File: config.mk
export PLATFORM = sky130hd
export DESIGN_NAME = frame_rate_meter_limiter
export DESIGN_NICKNAME = d
export VERILOG_FILES = /design/src/hdl/fmtr_pkg.sv /design/src/hdl/frame_rate_meter_limiter.sv /design/src/hdl/fmtr_ram.sv /design/src/hdl/fmtr_div.sv /design/src/hdl/fmtr_ctrl.sv
export SDC_FILE = /design/constraint.sdc
export NUM_CORES = 2
export LEC_CHECK = 0
export BUFFER_PORTS_ARGS = -buffer_cell sky130_fd_sc_hd__buf_2
export CORE_AREA = 2 2 450 452
export DETAILED_ROUTE_END_ITERATION = 12
export DIE_AREA = 0 0 452 454
export GPL_TIMING_DRIVEN = 0
export PLACE_DENSITY = 0.65
export SYNTH_ARGS = -nofsm -noshare
export SYNTH_HDL_FRONTEND = slang
export SYNTH_SLANG_ARGS = --single-unit
File: constraint.sdc
create_clock -name clk -period 7 [get_ports clk]
set_input_delay 0.7 -clock clk [delete_from_list [all_inputs] [get_ports clk]]
set_output_delay 0.7 -clock clk [all_outputs]
set_load 0.005 [all_outputs]
File: src/hdl/fmtr_pkg.sv
// ----------------------------------------------------------------------------
// fmtr_pkg
// Shared constants, sequencer states and divider handshake types for the
// frame rate meter and limiter.
// ----------------------------------------------------------------------------
package fmtr_pkg;

    localparam int WINDOW_LAST = 64;
    localparam int RING_DEPTH  = WINDOW_LAST + 1;
    localparam int IDX_W       = $clog2(RING_DEPTH);

    localparam int TS_W        = 32;
    localparam int FPS_W       = 16;
    localparam int SLEEP_W     = 10;
    localparam int LAST_W      = 11;
    localparam int LIMIT_W     = 8;
    localparam int CFG_IDX_W   = 2;
    localparam int CFG_DATA_W  = 8;

    localparam int MS_PER_SEC  = 1000;
    localparam int SLEEP_CAP   = 300;
    localparam int FPS_IDLE    = 999;
    localparam int FPS_MAX     = 65535;

    localparam int NUM_W       = $clog2(WINDOW_LAST * MS_PER_SEC + 1);
    localparam int BASE_NUM_W  = $clog2(MS_PER_SEC + 1);
    localparam int DIV_W       = (NUM_W > BASE_NUM_W) ? NUM_W : BASE_NUM_W;
    localparam int SUM_W       = LAST_W + 1;

    localparam logic [CFG_IDX_W-1:0] REG_FG_MAX = 2'd0;
    localparam logic [CFG_IDX_W-1:0] REG_BG_MAX = 2'd1;
    localparam logic [CFG_IDX_W-1:0] REG_MODE   = 2'd2;

    localparam logic MODE_ABSOLUTE  = 1'b0;
    localparam logic MODE_CALCULATE = 1'b1;

    typedef enum logic [3:0] {
        ST_IDLE,
        ST_RD_PREV,
        ST_RD_FIRST,
        ST_ELAPSED,
        ST_FPS,
        ST_FPS_WAIT,
        ST_BASE,
        ST_BASE_WAIT,
        ST_SLEEP,
        ST_OUT
    } fmtr_state_t;

    typedef struct packed {
        logic             start;
        logic [DIV_W-1:0] dividend;
        logic [TS_W-1:0]  divisor;
    } div_req_t;

    typedef struct packed {
        logic             busy;
        logic             done;
        logic [DIV_W-1:0] quotient;
    } div_rsp_t;

endpackage

File: src/hdl/frame_rate_meter_limiter.sv
// ----------------------------------------------------------------------------
// frame_rate_meter_limiter
// Frame rate meter over a ring of frame timestamps, with a foreground and
// background frame limiter that gives the sleep before the next frame.
// ----------------------------------------------------------------------------
//   channel | direction | handshake            | payload
//   --------+-----------+----------------------+-----------------------------
//   in      | input     | in_valid / in_stall  | timestamp_ms, game_ready,
//           |           |                      | macro_running, foreground
//   out     | output    | out_valid / out_stall| frames_per_second,
//           |           |                      | frame_time_ms, sleep_ms,
//           |           |                      | current_limit, in_macro
//   cfg     | input     | cfg_write            | cfg_index, cfg_data
//
// One transfer reads the ring in ST_RD_PREV, ST_RD_FIRST and ST_ELAPSED, then
// the serial divider (one quotient bit per cycle) runs for the frame rate if the
// elapsed time is not zero, and for the base sleep if limit_go is set.
// in_stall is high while an item is in work; a finished result waits in the
// output register, so the next item is taken while out_stall holds it.
// Reset clears the write index and the limiter state; the ring has no reset.
// ----------------------------------------------------------------------------
module frame_rate_meter_limiter (
    input  logic                              clk,
    input  logic                              rst_n,
    input  logic                              cfg_write,
    input  logic [fmtr_pkg::CFG_IDX_W-1:0]    cfg_index,
    input  logic [fmtr_pkg::CFG_DATA_W-1:0]   cfg_data,
    input  logic                              in_valid,
    output logic                              in_stall,
    input  logic [fmtr_pkg::TS_W-1:0]         timestamp_ms,
    input  logic                              game_ready,
    input  logic                              macro_running,
    input  logic                              foreground,
    output logic                              out_valid,
    input  logic                              out_stall,
    output logic [fmtr_pkg::FPS_W-1:0]        frames_per_second,
    output logic [fmtr_pkg::TS_W-1:0]         frame_time_ms,
    output logic [fmtr_pkg::SLEEP_W-1:0]      sleep_ms,
    output logic [fmtr_pkg::LIMIT_W-1:0]      current_limit,
    output logic                              in_macro
);
    import fmtr_pkg::*;

    logic               ram_we;
    logic [IDX_W-1:0]   ram_waddr;
    logic [TS_W-1:0]    ram_wdata;
    logic [IDX_W-1:0]   ram_raddr;
    logic [TS_W-1:0]    ram_rdata;
    div_req_t           div_req;
    div_rsp_t           div_rsp;

    fmtr_ram #(
        .WIDTH (TS_W),
        .DEPTH (RING_DEPTH)
    ) u_ring (
        .clk   (clk),
        .we    (ram_we),
        .waddr (ram_waddr),
        .wdata (ram_wdata),
        .raddr (ram_raddr),
        .rdata (ram_rdata)
    );

    fmtr_div u_div (
        .clk   (clk),
        .rst_n (rst_n),
        .req   (div_req),
        .rsp   (div_rsp)
    );

    fmtr_ctrl u_ctrl (
        .clk               (clk),
        .rst_n             (rst_n),
        .cfg_write         (cfg_write),
        .cfg_index         (cfg_index),
        .cfg_data          (cfg_data),
        .in_valid          (in_valid),
        .in_stall          (in_stall),
        .timestamp_ms      (timestamp_ms),
        .game_ready        (game_ready),
        .macro_running     (macro_running),
        .foreground        (foreground),
        .out_valid         (out_valid),
        .out_stall         (out_stall),
        .frames_per_second (frames_per_second),
        .frame_time_ms     (frame_time_ms),
        .sleep_ms          (sleep_ms),
        .current_limit     (current_limit),
        .in_macro          (in_macro),
        .ram_we            (ram_we),
        .ram_waddr         (ram_waddr),
        .ram_wdata         (ram_wdata),
        .ram_raddr         (ram_raddr),
        .ram_rdata         (ram_rdata),
        .div_req           (div_req),
        .div_rsp           (div_rsp)
    );

    a_stall_after_transfer: assert property (@(posedge clk) disable iff (!rst_n)
        (in_valid && !in_stall) |=> in_stall)
        else $error("input taken while an item is in work");

    a_div_start_idle: assert property (@(posedge clk) disable iff (!rst_n)
        div_req.start |-> !div_rsp.busy)
        else $error("divider started while busy");

    a_macro_no_sleep: assert property (@(posedge clk) disable iff (!rst_n)
        (out_valid && in_macro) |-> (sleep_ms == '0))
        else $error("sleep given under a macro");

    a_zero_limit_no_sleep: assert property (@(posedge clk) disable iff (!rst_n)
        (out_valid && (current_limit == '0)) |-> (sleep_ms == '0))
        else $error("sleep given with no limit");

endmodule

File: src/hdl/fmtr_ram.sv
// ----------------------------------------------------------------------------
// fmtr_ram
// Generic single write port, single read port RAM with registered read data.
// ----------------------------------------------------------------------------
module fmtr_ram #(
    parameter int WIDTH = 32,
    parameter int DEPTH = 65
) (
    input  logic                     clk,
    input  logic                     we,
    input  logic [$clog2(DEPTH)-1:0] waddr,
    input  logic [WIDTH-1:0]         wdata,
    input  logic [$clog2(DEPTH)-1:0] raddr,
    output logic [WIDTH-1:0]         rdata
);

    logic [WIDTH-1:0] mem [DEPTH];
    logic [WIDTH-1:0] rdata_reg;

    always_ff @(posedge clk)
    begin
        if (we)
        begin
            mem[waddr] <= wdata;
        end
        rdata_reg <= mem[raddr];
    end

    assign rdata = rdata_reg;

endmodule

File: src/hdl/fmtr_div.sv
// ----------------------------------------------------------------------------
// fmtr_div
// Shared restoring divider, one quotient bit per cycle, used for both the
// frame rate and the limiter base sleep.
// ----------------------------------------------------------------------------
module fmtr_div (
    input  logic              clk,
    input  logic              rst_n,
    input  fmtr_pkg::div_req_t req,
    output fmtr_pkg::div_rsp_t rsp
);
    import fmtr_pkg::*;

    localparam int CNT_W = $clog2(DIV_W + 1);

    logic [TS_W-1:0]  rem_reg,  rem_next;
    logic [DIV_W-1:0] quo_reg,  quo_next;
    logic [TS_W-1:0]  dvs_reg,  dvs_next;
    logic [CNT_W-1:0] cnt_reg,  cnt_next;
    logic             busy_reg, busy_next;
    logic             done_reg, done_next;

    logic [TS_W:0]    trial;
    logic [TS_W:0]    diff;
    logic             fits;

    assign trial = {rem_reg, quo_reg[DIV_W-1]};
    assign diff  = trial - {1'b0, dvs_reg};
    assign fits  = (trial >= {1'b0, dvs_reg});

    always_comb
    begin
        rem_next  = rem_reg;
        quo_next  = quo_reg;
        dvs_next  = dvs_reg;
        cnt_next  = cnt_reg;
        busy_next = busy_reg;
        done_next = 1'b0;
        if (req.start && !busy_reg)
        begin
            rem_next  = '0;
            quo_next  = req.dividend;
            dvs_next  = req.divisor;
            cnt_next  = CNT_W'(DIV_W);
            busy_next = 1'b1;
        end
        else if (busy_reg)
        begin
            rem_next = fits ? diff[TS_W-1:0] : trial[TS_W-1:0];
            quo_next = {quo_reg[DIV_W-2:0], fits};
            cnt_next = cnt_reg - CNT_W'(1);
            if (cnt_reg == CNT_W'(1))
            begin
                busy_next = 1'b0;
                done_next = 1'b1;
            end
        end
    end

    always_ff @(posedge clk or negedge rst_n)
    begin
        if (!rst_n)
        begin
            cnt_reg  <= '0;
            busy_reg <= 1'b0;
            done_reg <= 1'b0;
        end
        else
        begin
            cnt_reg  <= cnt_next;
            busy_reg <= busy_next;
            done_reg <= done_next;
        end
    end

    always_ff @(posedge clk)
    begin
        rem_reg <= rem_next;
        quo_reg <= quo_next;
        dvs_reg <= dvs_next;
    end

    assign rsp.busy     = busy_reg;
    assign rsp.done     = done_reg;
    assign rsp.quotient = quo_reg;

endmodule

File: src/hdl/fmtr_ctrl.sv
// ----------------------------------------------------------------------------
// fmtr_ctrl
// Sequencer and datapath: ring addressing, frame time and elapsed time,
// limiter state, configuration registers and the output register.
// ----------------------------------------------------------------------------
module fmtr_ctrl (
    input  logic                              clk,
    input  logic                              rst_n,
    input  logic                              cfg_write,
    input  logic [fmtr_pkg::CFG_IDX_W-1:0]    cfg_index,
    input  logic [fmtr_pkg::CFG_DATA_W-1:0]   cfg_data,
    input  logic                              in_valid,
    output logic                              in_stall,
    input  logic [fmtr_pkg::TS_W-1:0]         timestamp_ms,
    input  logic                              game_ready,
    input  logic                              macro_running,
    input  logic                              foreground,
    output logic                              out_valid,
    input  logic                              out_stall,
    output logic [fmtr_pkg::FPS_W-1:0]        frames_per_second,
    output logic [fmtr_pkg::TS_W-1:0]         frame_time_ms,
    output logic [fmtr_pkg::SLEEP_W-1:0]      sleep_ms,
    output logic [fmtr_pkg::LIMIT_W-1:0]      current_limit,
    output logic                              in_macro,
    output logic                              ram_we,
    output logic [fmtr_pkg::IDX_W-1:0]        ram_waddr,
    output logic [fmtr_pkg::TS_W-1:0]         ram_wdata,
    output logic [fmtr_pkg::IDX_W-1:0]        ram_raddr,
    input  logic [fmtr_pkg::TS_W-1:0]         ram_rdata,
    output fmtr_pkg::div_req_t                div_req,
    input  fmtr_pkg::div_rsp_t                div_rsp
);
    import fmtr_pkg::*;

    localparam int CMP_W = (DIV_W > FPS_W) ? DIV_W : FPS_W;

    fmtr_state_t         state_reg, state_next;

    logic [TS_W-1:0]     now_reg;
    logic                ready_reg;
    logic                macro_reg;
    logic                fg_reg;

    logic [IDX_W-1:0]    widx_reg;
    logic                filled_reg;
    logic [TS_W-1:0]     ft_reg;
    logic [TS_W-1:0]     elapsed_reg;
    logic [NUM_W-1:0]    num_reg;
    logic [FPS_W-1:0]    fps_reg;
    logic [SLEEP_W-1:0]  base_reg;
    logic [SLEEP_W-1:0]  sleep_reg;
    logic [LAST_W-1:0]   last_sleep_reg;
    logic [LIMIT_W-1:0]  held_limit_reg;
    logic                macro_flag_reg;

    logic [LIMIT_W-1:0]  fg_max_reg;
    logic [LIMIT_W-1:0]  bg_max_reg;
    logic                mode_reg;

    logic                out_valid_reg;
    logic [FPS_W-1:0]    out_fps_reg;
    logic [TS_W-1:0]     out_ft_reg;
    logic [SLEEP_W-1:0]  out_sleep_reg;
    logic [LIMIT_W-1:0]  out_limit_reg;
    logic                out_macro_reg;

    logic [IDX_W-1:0]    prev_idx;
    logic [IDX_W-1:0]    first_idx;
    logic [IDX_W-1:0]    frames;
    logic [LIMIT_W-1:0]  limit;
    logic                limit_go;
    logic                out_free;
    logic [SUM_W-1:0]    sleep_sum;
    logic [SUM_W-1:0]    sleep_diff;
    logic [SLEEP_W-1:0]  sleep_calc;

    assign prev_idx  = (widx_reg == '0) ? IDX_W'(WINDOW_LAST) : widx_reg - IDX_W'(1);
    assign first_idx = !filled_reg ? '0 :
                       (widx_reg == IDX_W'(WINDOW_LAST)) ? '0 : widx_reg + IDX_W'(1);
    assign frames    = filled_reg ? IDX_W'(WINDOW_LAST) : widx_reg;
    assign limit     = fg_reg ? fg_max_reg : bg_max_reg;
    assign limit_go  = ready_reg && !macro_reg && (limit != '0);
    assign out_free  = !out_valid_reg || !out_stall;

    assign sleep_sum  = SUM_W'(base_reg) + SUM_W'(last_sleep_reg);
    assign sleep_diff = sleep_sum - ft_reg[SUM_W-1:0];
    always_comb
    begin
        if (mode_reg == MODE_ABSOLUTE)
        begin
            sleep_calc = base_reg;
        end
        else if (ft_reg >= TS_W'(sleep_sum))
        begin
            sleep_calc = '0;
        end
        else if (sleep_diff > SUM_W'(SLEEP_CAP))
        begin
            sleep_calc = SLEEP_W'(SLEEP_CAP);
        end
        else
        begin
            sleep_calc = sleep_diff[SLEEP_W-1:0];
        end
    end

    // next state
    always_comb
    begin
        state_next = state_reg;
        case (state_reg)
            ST_IDLE:      if (in_valid) state_next = ST_RD_PREV;
            ST_RD_PREV:   state_next = ST_RD_FIRST;
            ST_RD_FIRST:  state_next = ST_ELAPSED;
            ST_ELAPSED:   state_next = ST_FPS;
            ST_FPS:       state_next = (elapsed_reg == '0) ? ST_BASE : ST_FPS_WAIT;
            ST_FPS_WAIT:  if (div_rsp.done) state_next = ST_BASE;
            ST_BASE:      state_next = limit_go ? ST_BASE_WAIT : ST_OUT;
            ST_BASE_WAIT: if (div_rsp.done) state_next = ST_SLEEP;
            ST_SLEEP:     state_next = ST_OUT;
            ST_OUT:       if (out_free) state_next = ST_IDLE;
            default:      state_next = ST_IDLE;
        endcase
    end

    // control outputs
    always_comb
    begin
        in_stall         = 1'b1;
        ram_we           = 1'b0;
        ram_raddr        = first_idx;
        div_req.start    = 1'b0;
        div_req.dividend = DIV_W'(num_reg);
        div_req.divisor  = elapsed_reg;
        case (state_reg)
            ST_IDLE:
            begin
                in_stall = 1'b0;
            end
            ST_RD_PREV:
            begin
                ram_raddr = prev_idx;
            end
            ST_ELAPSED:
            begin
                ram_we = 1'b1;
            end
            ST_FPS:
            begin
                div_req.start = (elapsed_reg != '0);
            end
            ST_BASE:
            begin
                div_req.start    = limit_go;
                div_req.dividend = DIV_W'(MS_PER_SEC);
                div_req.divisor  = TS_W'(limit);
            end
            default:
            begin
                in_stall = 1'b1;
            end
        endcase
    end

    assign ram_waddr = widx_reg;
    assign ram_wdata = now_reg;

    always_ff @(posedge clk or negedge rst_n)
    begin
        if (!rst_n)
        begin
            state_reg      <= ST_IDLE;
            widx_reg       <= '0;
            filled_reg     <= 1'b0;
            last_sleep_reg <= '0;
            held_limit_reg <= '0;
            macro_flag_reg <= 1'b0;
            fg_max_reg     <= LIMIT_W'(50);
            bg_max_reg     <= LIMIT_W'(30);
            mode_reg       <= MODE_CALCULATE;
            out_valid_reg  <= 1'b0;
        end
        else
        begin
            state_reg <= state_next;

            if (state_reg == ST_ELAPSED)
            begin
                if (widx_reg == IDX_W'(WINDOW_LAST))
                begin
                    widx_reg   <= '0;
                    filled_reg <= 1'b1;
                end
                else
                begin
                    widx_reg <= widx_reg + IDX_W'(1);
                end
            end
            else if (cfg_write && (cfg_index == REG_MODE))
            begin
                widx_reg   <= '0;
                filled_reg <= 1'b0;
            end

            if (cfg_write)
            begin
                case (cfg_index)
                    REG_FG_MAX: fg_max_reg <= cfg_data;
                    REG_BG_MAX: bg_max_reg <= cfg_data;
                    REG_MODE:   mode_reg   <= cfg_data[0];
                    default:    mode_reg   <= mode_reg;
                endcase
            end

            if ((state_reg == ST_BASE) && ready_reg)
            begin
                macro_flag_reg <= macro_reg;
                if (!macro_reg)
                begin
                    held_limit_reg <= limit;
                end
            end

            if (state_reg == ST_SLEEP)
            begin
                last_sleep_reg <= LAST_W'(sleep_calc);
            end

            if ((state_reg == ST_OUT) && out_free)
            begin
                out_valid_reg <= 1'b1;
            end
            else if (!out_stall)
            begin
                out_valid_reg <= 1'b0;
            end
        end
    end

    always_ff @(posedge clk)
    begin
        if ((state_reg == ST_IDLE) && in_valid)
        begin
            now_reg   <= timestamp_ms;
            ready_reg <= game_ready;
            macro_reg <= macro_running;
            fg_reg    <= foreground;
        end

        if (state_reg == ST_RD_FIRST)
        begin
            ft_reg <= ((widx_reg == '0) && !filled_reg) ? '0 : now_reg - ram_rdata;
        end

        if (state_reg == ST_ELAPSED)
        begin
            elapsed_reg <= (first_idx == widx_reg) ? '0 : now_reg - ram_rdata;
            num_reg     <= NUM_W'(frames) * NUM_W'(MS_PER_SEC);
            fps_reg     <= FPS_W'(FPS_IDLE);
        end

        if ((state_reg == ST_FPS_WAIT) && div_rsp.done)
        begin
            if (CMP_W'(div_rsp.quotient) > CMP_W'(FPS_MAX))
            begin
                fps_reg <= FPS_W'(FPS_MAX);
            end
            else
            begin
                fps_reg <= FPS_W'(div_rsp.quotient);
            end
        end

        if (state_reg == ST_BASE)
        begin
            sleep_reg <= '0;
        end

        if ((state_reg == ST_BASE_WAIT) && div_rsp.done)
        begin
            base_reg <= SLEEP_W'(div_rsp.quotient);
        end

        if (state_reg == ST_SLEEP)
        begin
            sleep_reg <= sleep_calc;
        end

        if ((state_reg == ST_OUT) && out_free)
        begin
            out_fps_reg   <= fps_reg;
            out_ft_reg    <= ft_reg;
            out_sleep_reg <= sleep_reg;
            out_limit_reg <= held_limit_reg;
            out_macro_reg <= macro_flag_reg;
        end
    end

    assign out_valid         = out_valid_reg;
    assign frames_per_second = out_fps_reg;
    assign frame_time_ms     = out_ft_reg;
    assign sleep_ms          = out_sleep_reg;
    assign current_limit     = out_limit_reg;
    assign in_macro          = out_macro_reg;

endmodule
After elaboration in Yosys (flattened, before gate mapping)
Memories as Yosys holds them, arrays and structs flattened. A register that Yosys moved wholly into a read port is not among the register bits.
Index checks and enable logic that the tools add are counted.
{"block": "op_classes", "muxes": 45, "eq_ne": 20, "n_lt_le_gt_ge": 4, "mul": 1, "n_addsub": 7, "n_reduce_logical": 32, "bitwise": 1}
{"op": "16-bit two-way mux", "count": 5}
{"op": "32-bit subtractor", "count": 2}
{"op": "10-bit two-way mux", "count": 5}
{"op": "7-bit two-way mux", "count": 7}
{"op": "48-bit two-way mux", "count": 1}
{"op": "4-bit one-hot mux with 10 select lines", "count": 1}
{"op": "33-bit by 32-bit greater-or-equal comparator with 1-bit output", "count": 1}
{"op": "32-bit by 12-bit greater-or-equal comparator with 1-bit output", "count": 1}
{"op": "32-bit zero test", "count": 1}
{"op": "32-bit two-way mux", "count": 1}
{"op": "32-bit nonzero test", "count": 1}
{"op": "4-bit two-way mux", "count": 5}
{"op": "4-bit by 3-bit equality test with 1-bit output, second input constant", "count": 4}
{"op": "16-bit greater-than comparator, second input constant", "count": 1}
{"op": "1-bit two-way mux", "count": 15}
{"op": "7-bit by 7-bit multiplier with 13-bit output, second input constant", "count": 1}
{"op": "12-bit by 9-bit greater-than comparator with 1-bit output, second input constant", "count": 1}
{"op": "12-bit subtractor", "count": 1}
{"op": "10-bit by 10-bit adder with 11-bit output", "count": 1}
{"op": "1-bit logical AND", "count": 10}
{"op": "5-bit two-way mux", "count": 2}
{"op": "2-bit AND reduction", "count": 5}
{"op": "4-bit by 2-bit equality test with 1-bit output, second input constant", "count": 2}
{"op": "4-bit equality test, second input constant", "count": 2}
{"op": "23 further kinds", "count": 34}
{"block": "totals", "n_memories": 1, "wordCells": 143, "ff_bits": 351, "output_inout_bits": 69, "ram_bits": 2080, "in_bits": 50}
{"name": "u_ring.mem", "words": 65, "word_bits": 32, "read_ports": 1, "rd_ports_with_merged_regs": 1, "write_ports": 1, "line": "fmtr_ram.sv:17", "rtl": "logic [WIDTH-1:0] mem [DEPTH];"}

Longest topological paths before layout
{"block": "depth", "ltp_word": 7, "mapped_depth": 19}

Modules after synthesis
A second synthesis with hierarchy kept.
{"block": "unflattened", "hier_cells": 5634, "area_unflattened_um2": 100338.7}
{"mod": "fmtr_ram", "cells_per_inst": 3869, "area_each_um2": 80871.3, "instances": 1}
{"mod": "fmtr_ctrl", "cells_per_inst": 1265, "area_each_um2": 14383.8, "instances": 1}
{"mod": "fmtr_div", "cells_per_inst": 500, "area_each_um2": 5083.6, "instances": 1}

Least setup slack after synthesis
Ideal clock, no wire load.
{"block": "synth_timing", "path_type": "register -> register", "from": "reg u_ctrl.state_reg[3]", "to": "reg u_ctrl.out_limit_reg[0] (netlist: u_ctrl.current_limit[0]) (enable)", "t_arrival_ns": 4.609, "path_stages_with_launch": 4, "n_path_buf": 1, "synth_period_minus_slack_ns": 5.123, "required_ns": 6.486, "setup_slack_ns": 1.877, "path_cell_list": "dfrtp_1 -> clkbuf_1 -> or4b_2 -> a21oi_1"}
{"block": "synth_between", "elab_chain_len": 2}
{"item": "start, declared", "line": "fmtr_ctrl.sv:37", "rtl": "fmtr_state_t state_reg, state_next;"}
{"item": "start signal, assigned", "line": "fmtr_ctrl.sv:185", "rtl": "state_reg <= state_next;"}
{"item": "4-bit equality test", "line": "fmtr_ctrl.sv:289", "rtl": "if ((state_reg == ST_OUT) && out_free)"}
{"item": "1-bit logical AND", "line": "fmtr_ctrl.sv:289"}
{"item": "end signal, assigned", "line": "fmtr_ctrl.sv:294", "rtl": "out_limit_reg <= held_limit_reg;"}
{"item": "end, declared", "line": "fmtr_ctrl.sv:64", "rtl": "logic [LIMIT_W-1:0] out_limit_reg;"}
No other way between the ends.
A chain may end at the register's enable or synchronous reset.

Worst setup path in the final report
{"block": "layout_timing", "from": "reg u_ctrl.widx_reg[1] (netlist: u_ctrl.ram_waddr[1])", "to": "reg u_ring.rdata_reg[18] (netlist: u_ring.rdata[18]) (read register of u_ring.mem)"}
{"block": "layout_between", "elab_chain_len": 4, "word_cells_on_any_way": 8}
{"item": "start, declared", "line": "fmtr_ctrl.sv:44", "rtl": "logic [IDX_W-1:0] widx_reg;"}
{"item": "start signal, assigned", "line": "fmtr_ctrl.sv:196", "rtl": "widx_reg <= widx_reg + IDX_W'(1);"}
{"item": "7-bit by 1-bit adder with 7-bit output or 7-bit equality test (tied branches)", "line": "fmtr_ctrl.sv:79", "rtl": "(widx_reg == IDX_W'(WINDOW_LAST)) ? '0 : widx_reg + IDX_W'(1);"}
{"item": "7-bit two-way mux", "line": "fmtr_ctrl.sv:79"}
{"item": "7-bit two-way mux", "line": "fmtr_ctrl.sv:78", "rtl": "assign first_idx = !filled_reg ? '0 :"}
{"item": "7-bit two-way mux (*)", "line": "fmtr_ctrl.sv:135", "rtl": "case (state_reg)"}
{"item": "end, declared", "line": "fmtr_ram.sv:18", "rtl": "logic [WIDTH-1:0] rdata_reg;"}
Every way passes the cells marked *; elsewhere a longest branch is shown, timed or not.

==> impl_metrics.env <==
export IMPL_synth_area_leaders="edfxtp_1, mux4_2, nand2_1"
export IMPL_cp_max_fo=10
export IMPL_cp_top_family="buffers and inverters"
export IMPL_fp_dieArea_sq_um=205000
export IMPL_wl_um=306000
export IMPL_core_area_sq_um=201000
export IMPL_tightest_slew_ns=1.48
export IMPL_largest_register_ffs=2080
export IMPL_numCtsBuffers=236
export IMPL_cellLeakagePower_uw=0.0398
export IMPL_cts_resized=0
export IMPL_ys_flop_type="edfxtp_1"
export IMPL_antenna_found_initial=13
export IMPL_synth_most_common_cell="edfxtp_1"
export IMPL_cts_htree_levels=4
export IMPL_ff2ff_path_depth=13
export IMPL_io_buffers=118
export IMPL_maxCapViolCount=1
export IMPL_die_y_um=454
export IMPL_placementRows=165
export IMPL_min_to="u_ctrl.fg_max_reg[4]"
export IMPL_ys_seq_elements=2463
export IMPL_outcome="finished with violations"
export IMPL_placed_cell_area_sq_um=108000
export IMPL_cts_num_sinks=2463
export IMPL_timing_final_crit_period_ns=6.48
export IMPL_yosysWarnings=0
export IMPL_crit_chain="clkinv_1, ha_1, or4b_4, buf_6, o21ai_4, o22ai_1, clkbuf_1, clkbuf_1, mux4_2, nand2_1, a31oi_1, nand4_1, nand3_1"
export IMPL_synth_cells=5802
export IMPL_setup_viol=0
export IMPL_dr_pass1_iters=7
export IMPL_clockBufferDepth=3
export IMPL_drt_drc_violations_left=0
export IMPL_slew_violations=0
export IMPL_insertion_delay_ns=0.92
export IMPL_rsz0062_at_grt="false"
export IMPL_cp_arrival_ns=7.26
export IMPL_hp_start="cfg_data[4]"
export IMPL_max_clock_freq_ghz=0.154
export IMPL_vias=58300
export IMPL_fin_hold_ws_ns=0.0697
export IMPL_min_path_type="input port to register"
export IMPL_p_per_area_nw_per_um2=250
export IMPL_required_ns=7.78
export IMPL_cts_tree="yes"
export IMPL_place_ws_ns=1.21
export IMPL_gp_congestion=0.964
export IMPL_synth_edf_count=2343
export IMPL_worstSetupPathType="register to register"
export IMPL_final_setup_tns_ns=0
export IMPL_setup_slack_ns=0.521
export IMPL_via_per_inst=6.30
export IMPL_critPathCaptureType="register"
export IMPL_syn2layout_area_growth_pct=16.8
export IMPL_wl_per_cell_um=33.1
export IMPL_postCtsSetupBuffers=0
export IMPL_grt_max_degree=57
export IMPL_critPathBufInv=4
export IMPL_max_vdd_ir_drop_mv=0.235
export IMPL_async_reset_ff_frac=0.0227
export IMPL_max_stage_delay_ns=0.84
export IMPL_synth_area_sq_um=99900
export IMPL_grt_pass1_vias=56300
export IMPL_final_design_area_no_fill_sq_um=117000
export IMPL_reg2reg_to="u_ring.rdata[18]"
export IMPL_violations="capacitance limit"
export IMPL_dp_hpwl_um=216000
export IMPL_cp_common_cell="clkbuf_1"
export IMPL_yosysTopAreaCell="edfxtp_1"
export IMPL_ant_nets=0
export IMPL_clk_pin_slew_ns=0.06
export IMPL_io_pin_count=119
export IMPL_synth_area_per_cell_sq_um=17.2
export IMPL_root_buffer="clkbuf_16"
export IMPL_initial_core_util=0.497
export IMPL_nets=6569
export IMPL_syn_num_nets=6005
export IMPL_die_width_um=452
export IMPL_gr_total_overflow=0
export IMPL_hold_depth=2
export IMPL_finalHoldViolCount=0
export IMPL_yosysUniqueCellTypes=96
export IMPL_fin_skew_ns=0.0508
export IMPL_grt_pass1_wl_um=424000
export IMPL_grtUsageTotal=0.298
export IMPL_r2r_setup_slack_ns=0.52
export IMPL_drt_iter0_drc=9058
export IMPL_regMostFlops="u_ring.mem"
export IMPL_min_period_over_period=0.926
export IMPL_synth_common_cells="edfxtp_1, nand2_1, mux4_2"
export IMPL_synth_top_area_frac=0.704
export IMPL_ys_seq_area_frac=0.731
export IMPL_crit_slowest_cell="a31oi_1"
export IMPL_worstSetupStartpointType="register"
export IMPL_drive_gt1_frac=0.212
export IMPL_worst_slew_margin_rel=0.00350
export IMPL_reg2reg_from="u_ctrl.ram_waddr[1]"
==> per-stage QoR <==
step,util,total power [uW],std cells
after floorplan,-,16300,5802
after global placement,0.517,16400,8592
after detailed placement,0.539,16400,8763
after CTS,0.581,29200,9245
after global routing,0.581,29800,9248
final,0.581,29200,9255
==> area by class of cell <==
type	count	area, sq um
antenna	7	17.5
buffer	282	1720
clock buffer	290	6320
clock inverter	158	1680
fill	14800	84200
inverter	156	587
multi-input combinational	2901	25000
sequential	2463	73100
tap	2672	3340
timing repair buffer	326	4940
==> worst max path at each step <==
stage,startpoint,endpoint,slack (ns),cells after the start
6_report,u_ctrl.ram_waddr[1],u_ring.rdata[18],0.52,13
5_1_grt,u_ctrl.ram_waddr[1],u_ring.rdata[18],0.54,13
4_1_cts,u_ctrl.ram_waddr[1],u_ring.rdata[18],1.17,13
3_5_place_dp,u_ctrl.ram_waddr[1],u_ring.rdata[18],1.21,13
3_3_place_gp,u_ctrl.state_reg[1],u_ring.mem[64][24],-1.88,5
2_1_floorplan,u_ctrl.state_reg[3],u_ctrl.current_limit[0],1.88,3
==> layout by cell type (no fill, tap or decap), types with 32 or more instances in the layout <==
| cell | synthesis | final |
|---|---|---|
| nor2_1 | 192 | 128 |
| dfxtp_1 | 64 | 64 |
| a31oi_1 | 46 | 46 |
| buf_2 | 91 | 208 |
| clkbuf_1 | 114 | 153 |
| clkinv_1 | 2 | 51 |
| inv_1 | 154 | 154 |
| nand4_1 | 48 | 48 |
| buf_16 | 0 | 88 |
| nand2b_1 | 32 | 32 |
| mux2i_1 | 81 | 81 |
| nor2_4 | 1 | 65 |
| a21o_1 | 35 | 35 |
| ha_1 | 131 | 131 |
| and2_1 | 45 | 45 |
| o21ai_0 | 134 | 130 |
| nand2_1 | 759 | 759 |
| clkbuf_16 | 0 | 242 |
| nand3_1 | 337 | 337 |
| edfxtp_1 | 2343 | 2343 |
| a21oi_1 | 131 | 130 |
| dfrtp_1 | 48 | 48 |
| mux4_2 | 446 | 446 |
| clkinv_2 | 0 | 42 |
| buf_12 | 11 | 81 |
| xnor2_1 | 44 | 44 |
| dlygate4sd3_1 | 0 | 34 |
==> what timing repair did <==
| item | CTS | global route |
|---|---|---|
| hold endpoints to repair | 81 | 0 |
| hold buffers | 34 | 0 |
| endpoints found under the setup margin | 0 | 0 |
==> power breakdown <==
| part | leakage (uW) | switching (uW) | internal (uW) | total, uW |
|---|---|---|---|---|
| logic | 0.0137 | 75.8 | 65.1 | 141 |
| clock network | 0.00388 | 5660 | 7430 | 13100 |
| registers | 0.0222 | 16.8 | 15900 | 15900 |
==> per-layer routing <==
| metal | GRT usage | up-vias | wire, um |
|---|---|---|---|
| met5 | 0 | - | 75 |
| met4 | 0.151 | 12 | 17500 |
| met3 | 0.0900 | 729 | 40100 |
| met2 | 0.444 | 3740 | 137000 |
| met1 | 0.398 | 30000 | 112000 |
| li1 | - | 23900 | - |
==> logic make-up after synthesis <==
family,count (synthesis),share of synthesized area
DFF,2463,0.731
and+or+nand+nor,1556,0.0701
AOI/OAI and AO/OA,564,0.0363
muxes,553,0.112
buffers and inverters,438,0.0231
adders and majority gates,153,0.0208
xor gates and xnor gates,75,0.00658
Power figures use the tool's default switching activity.
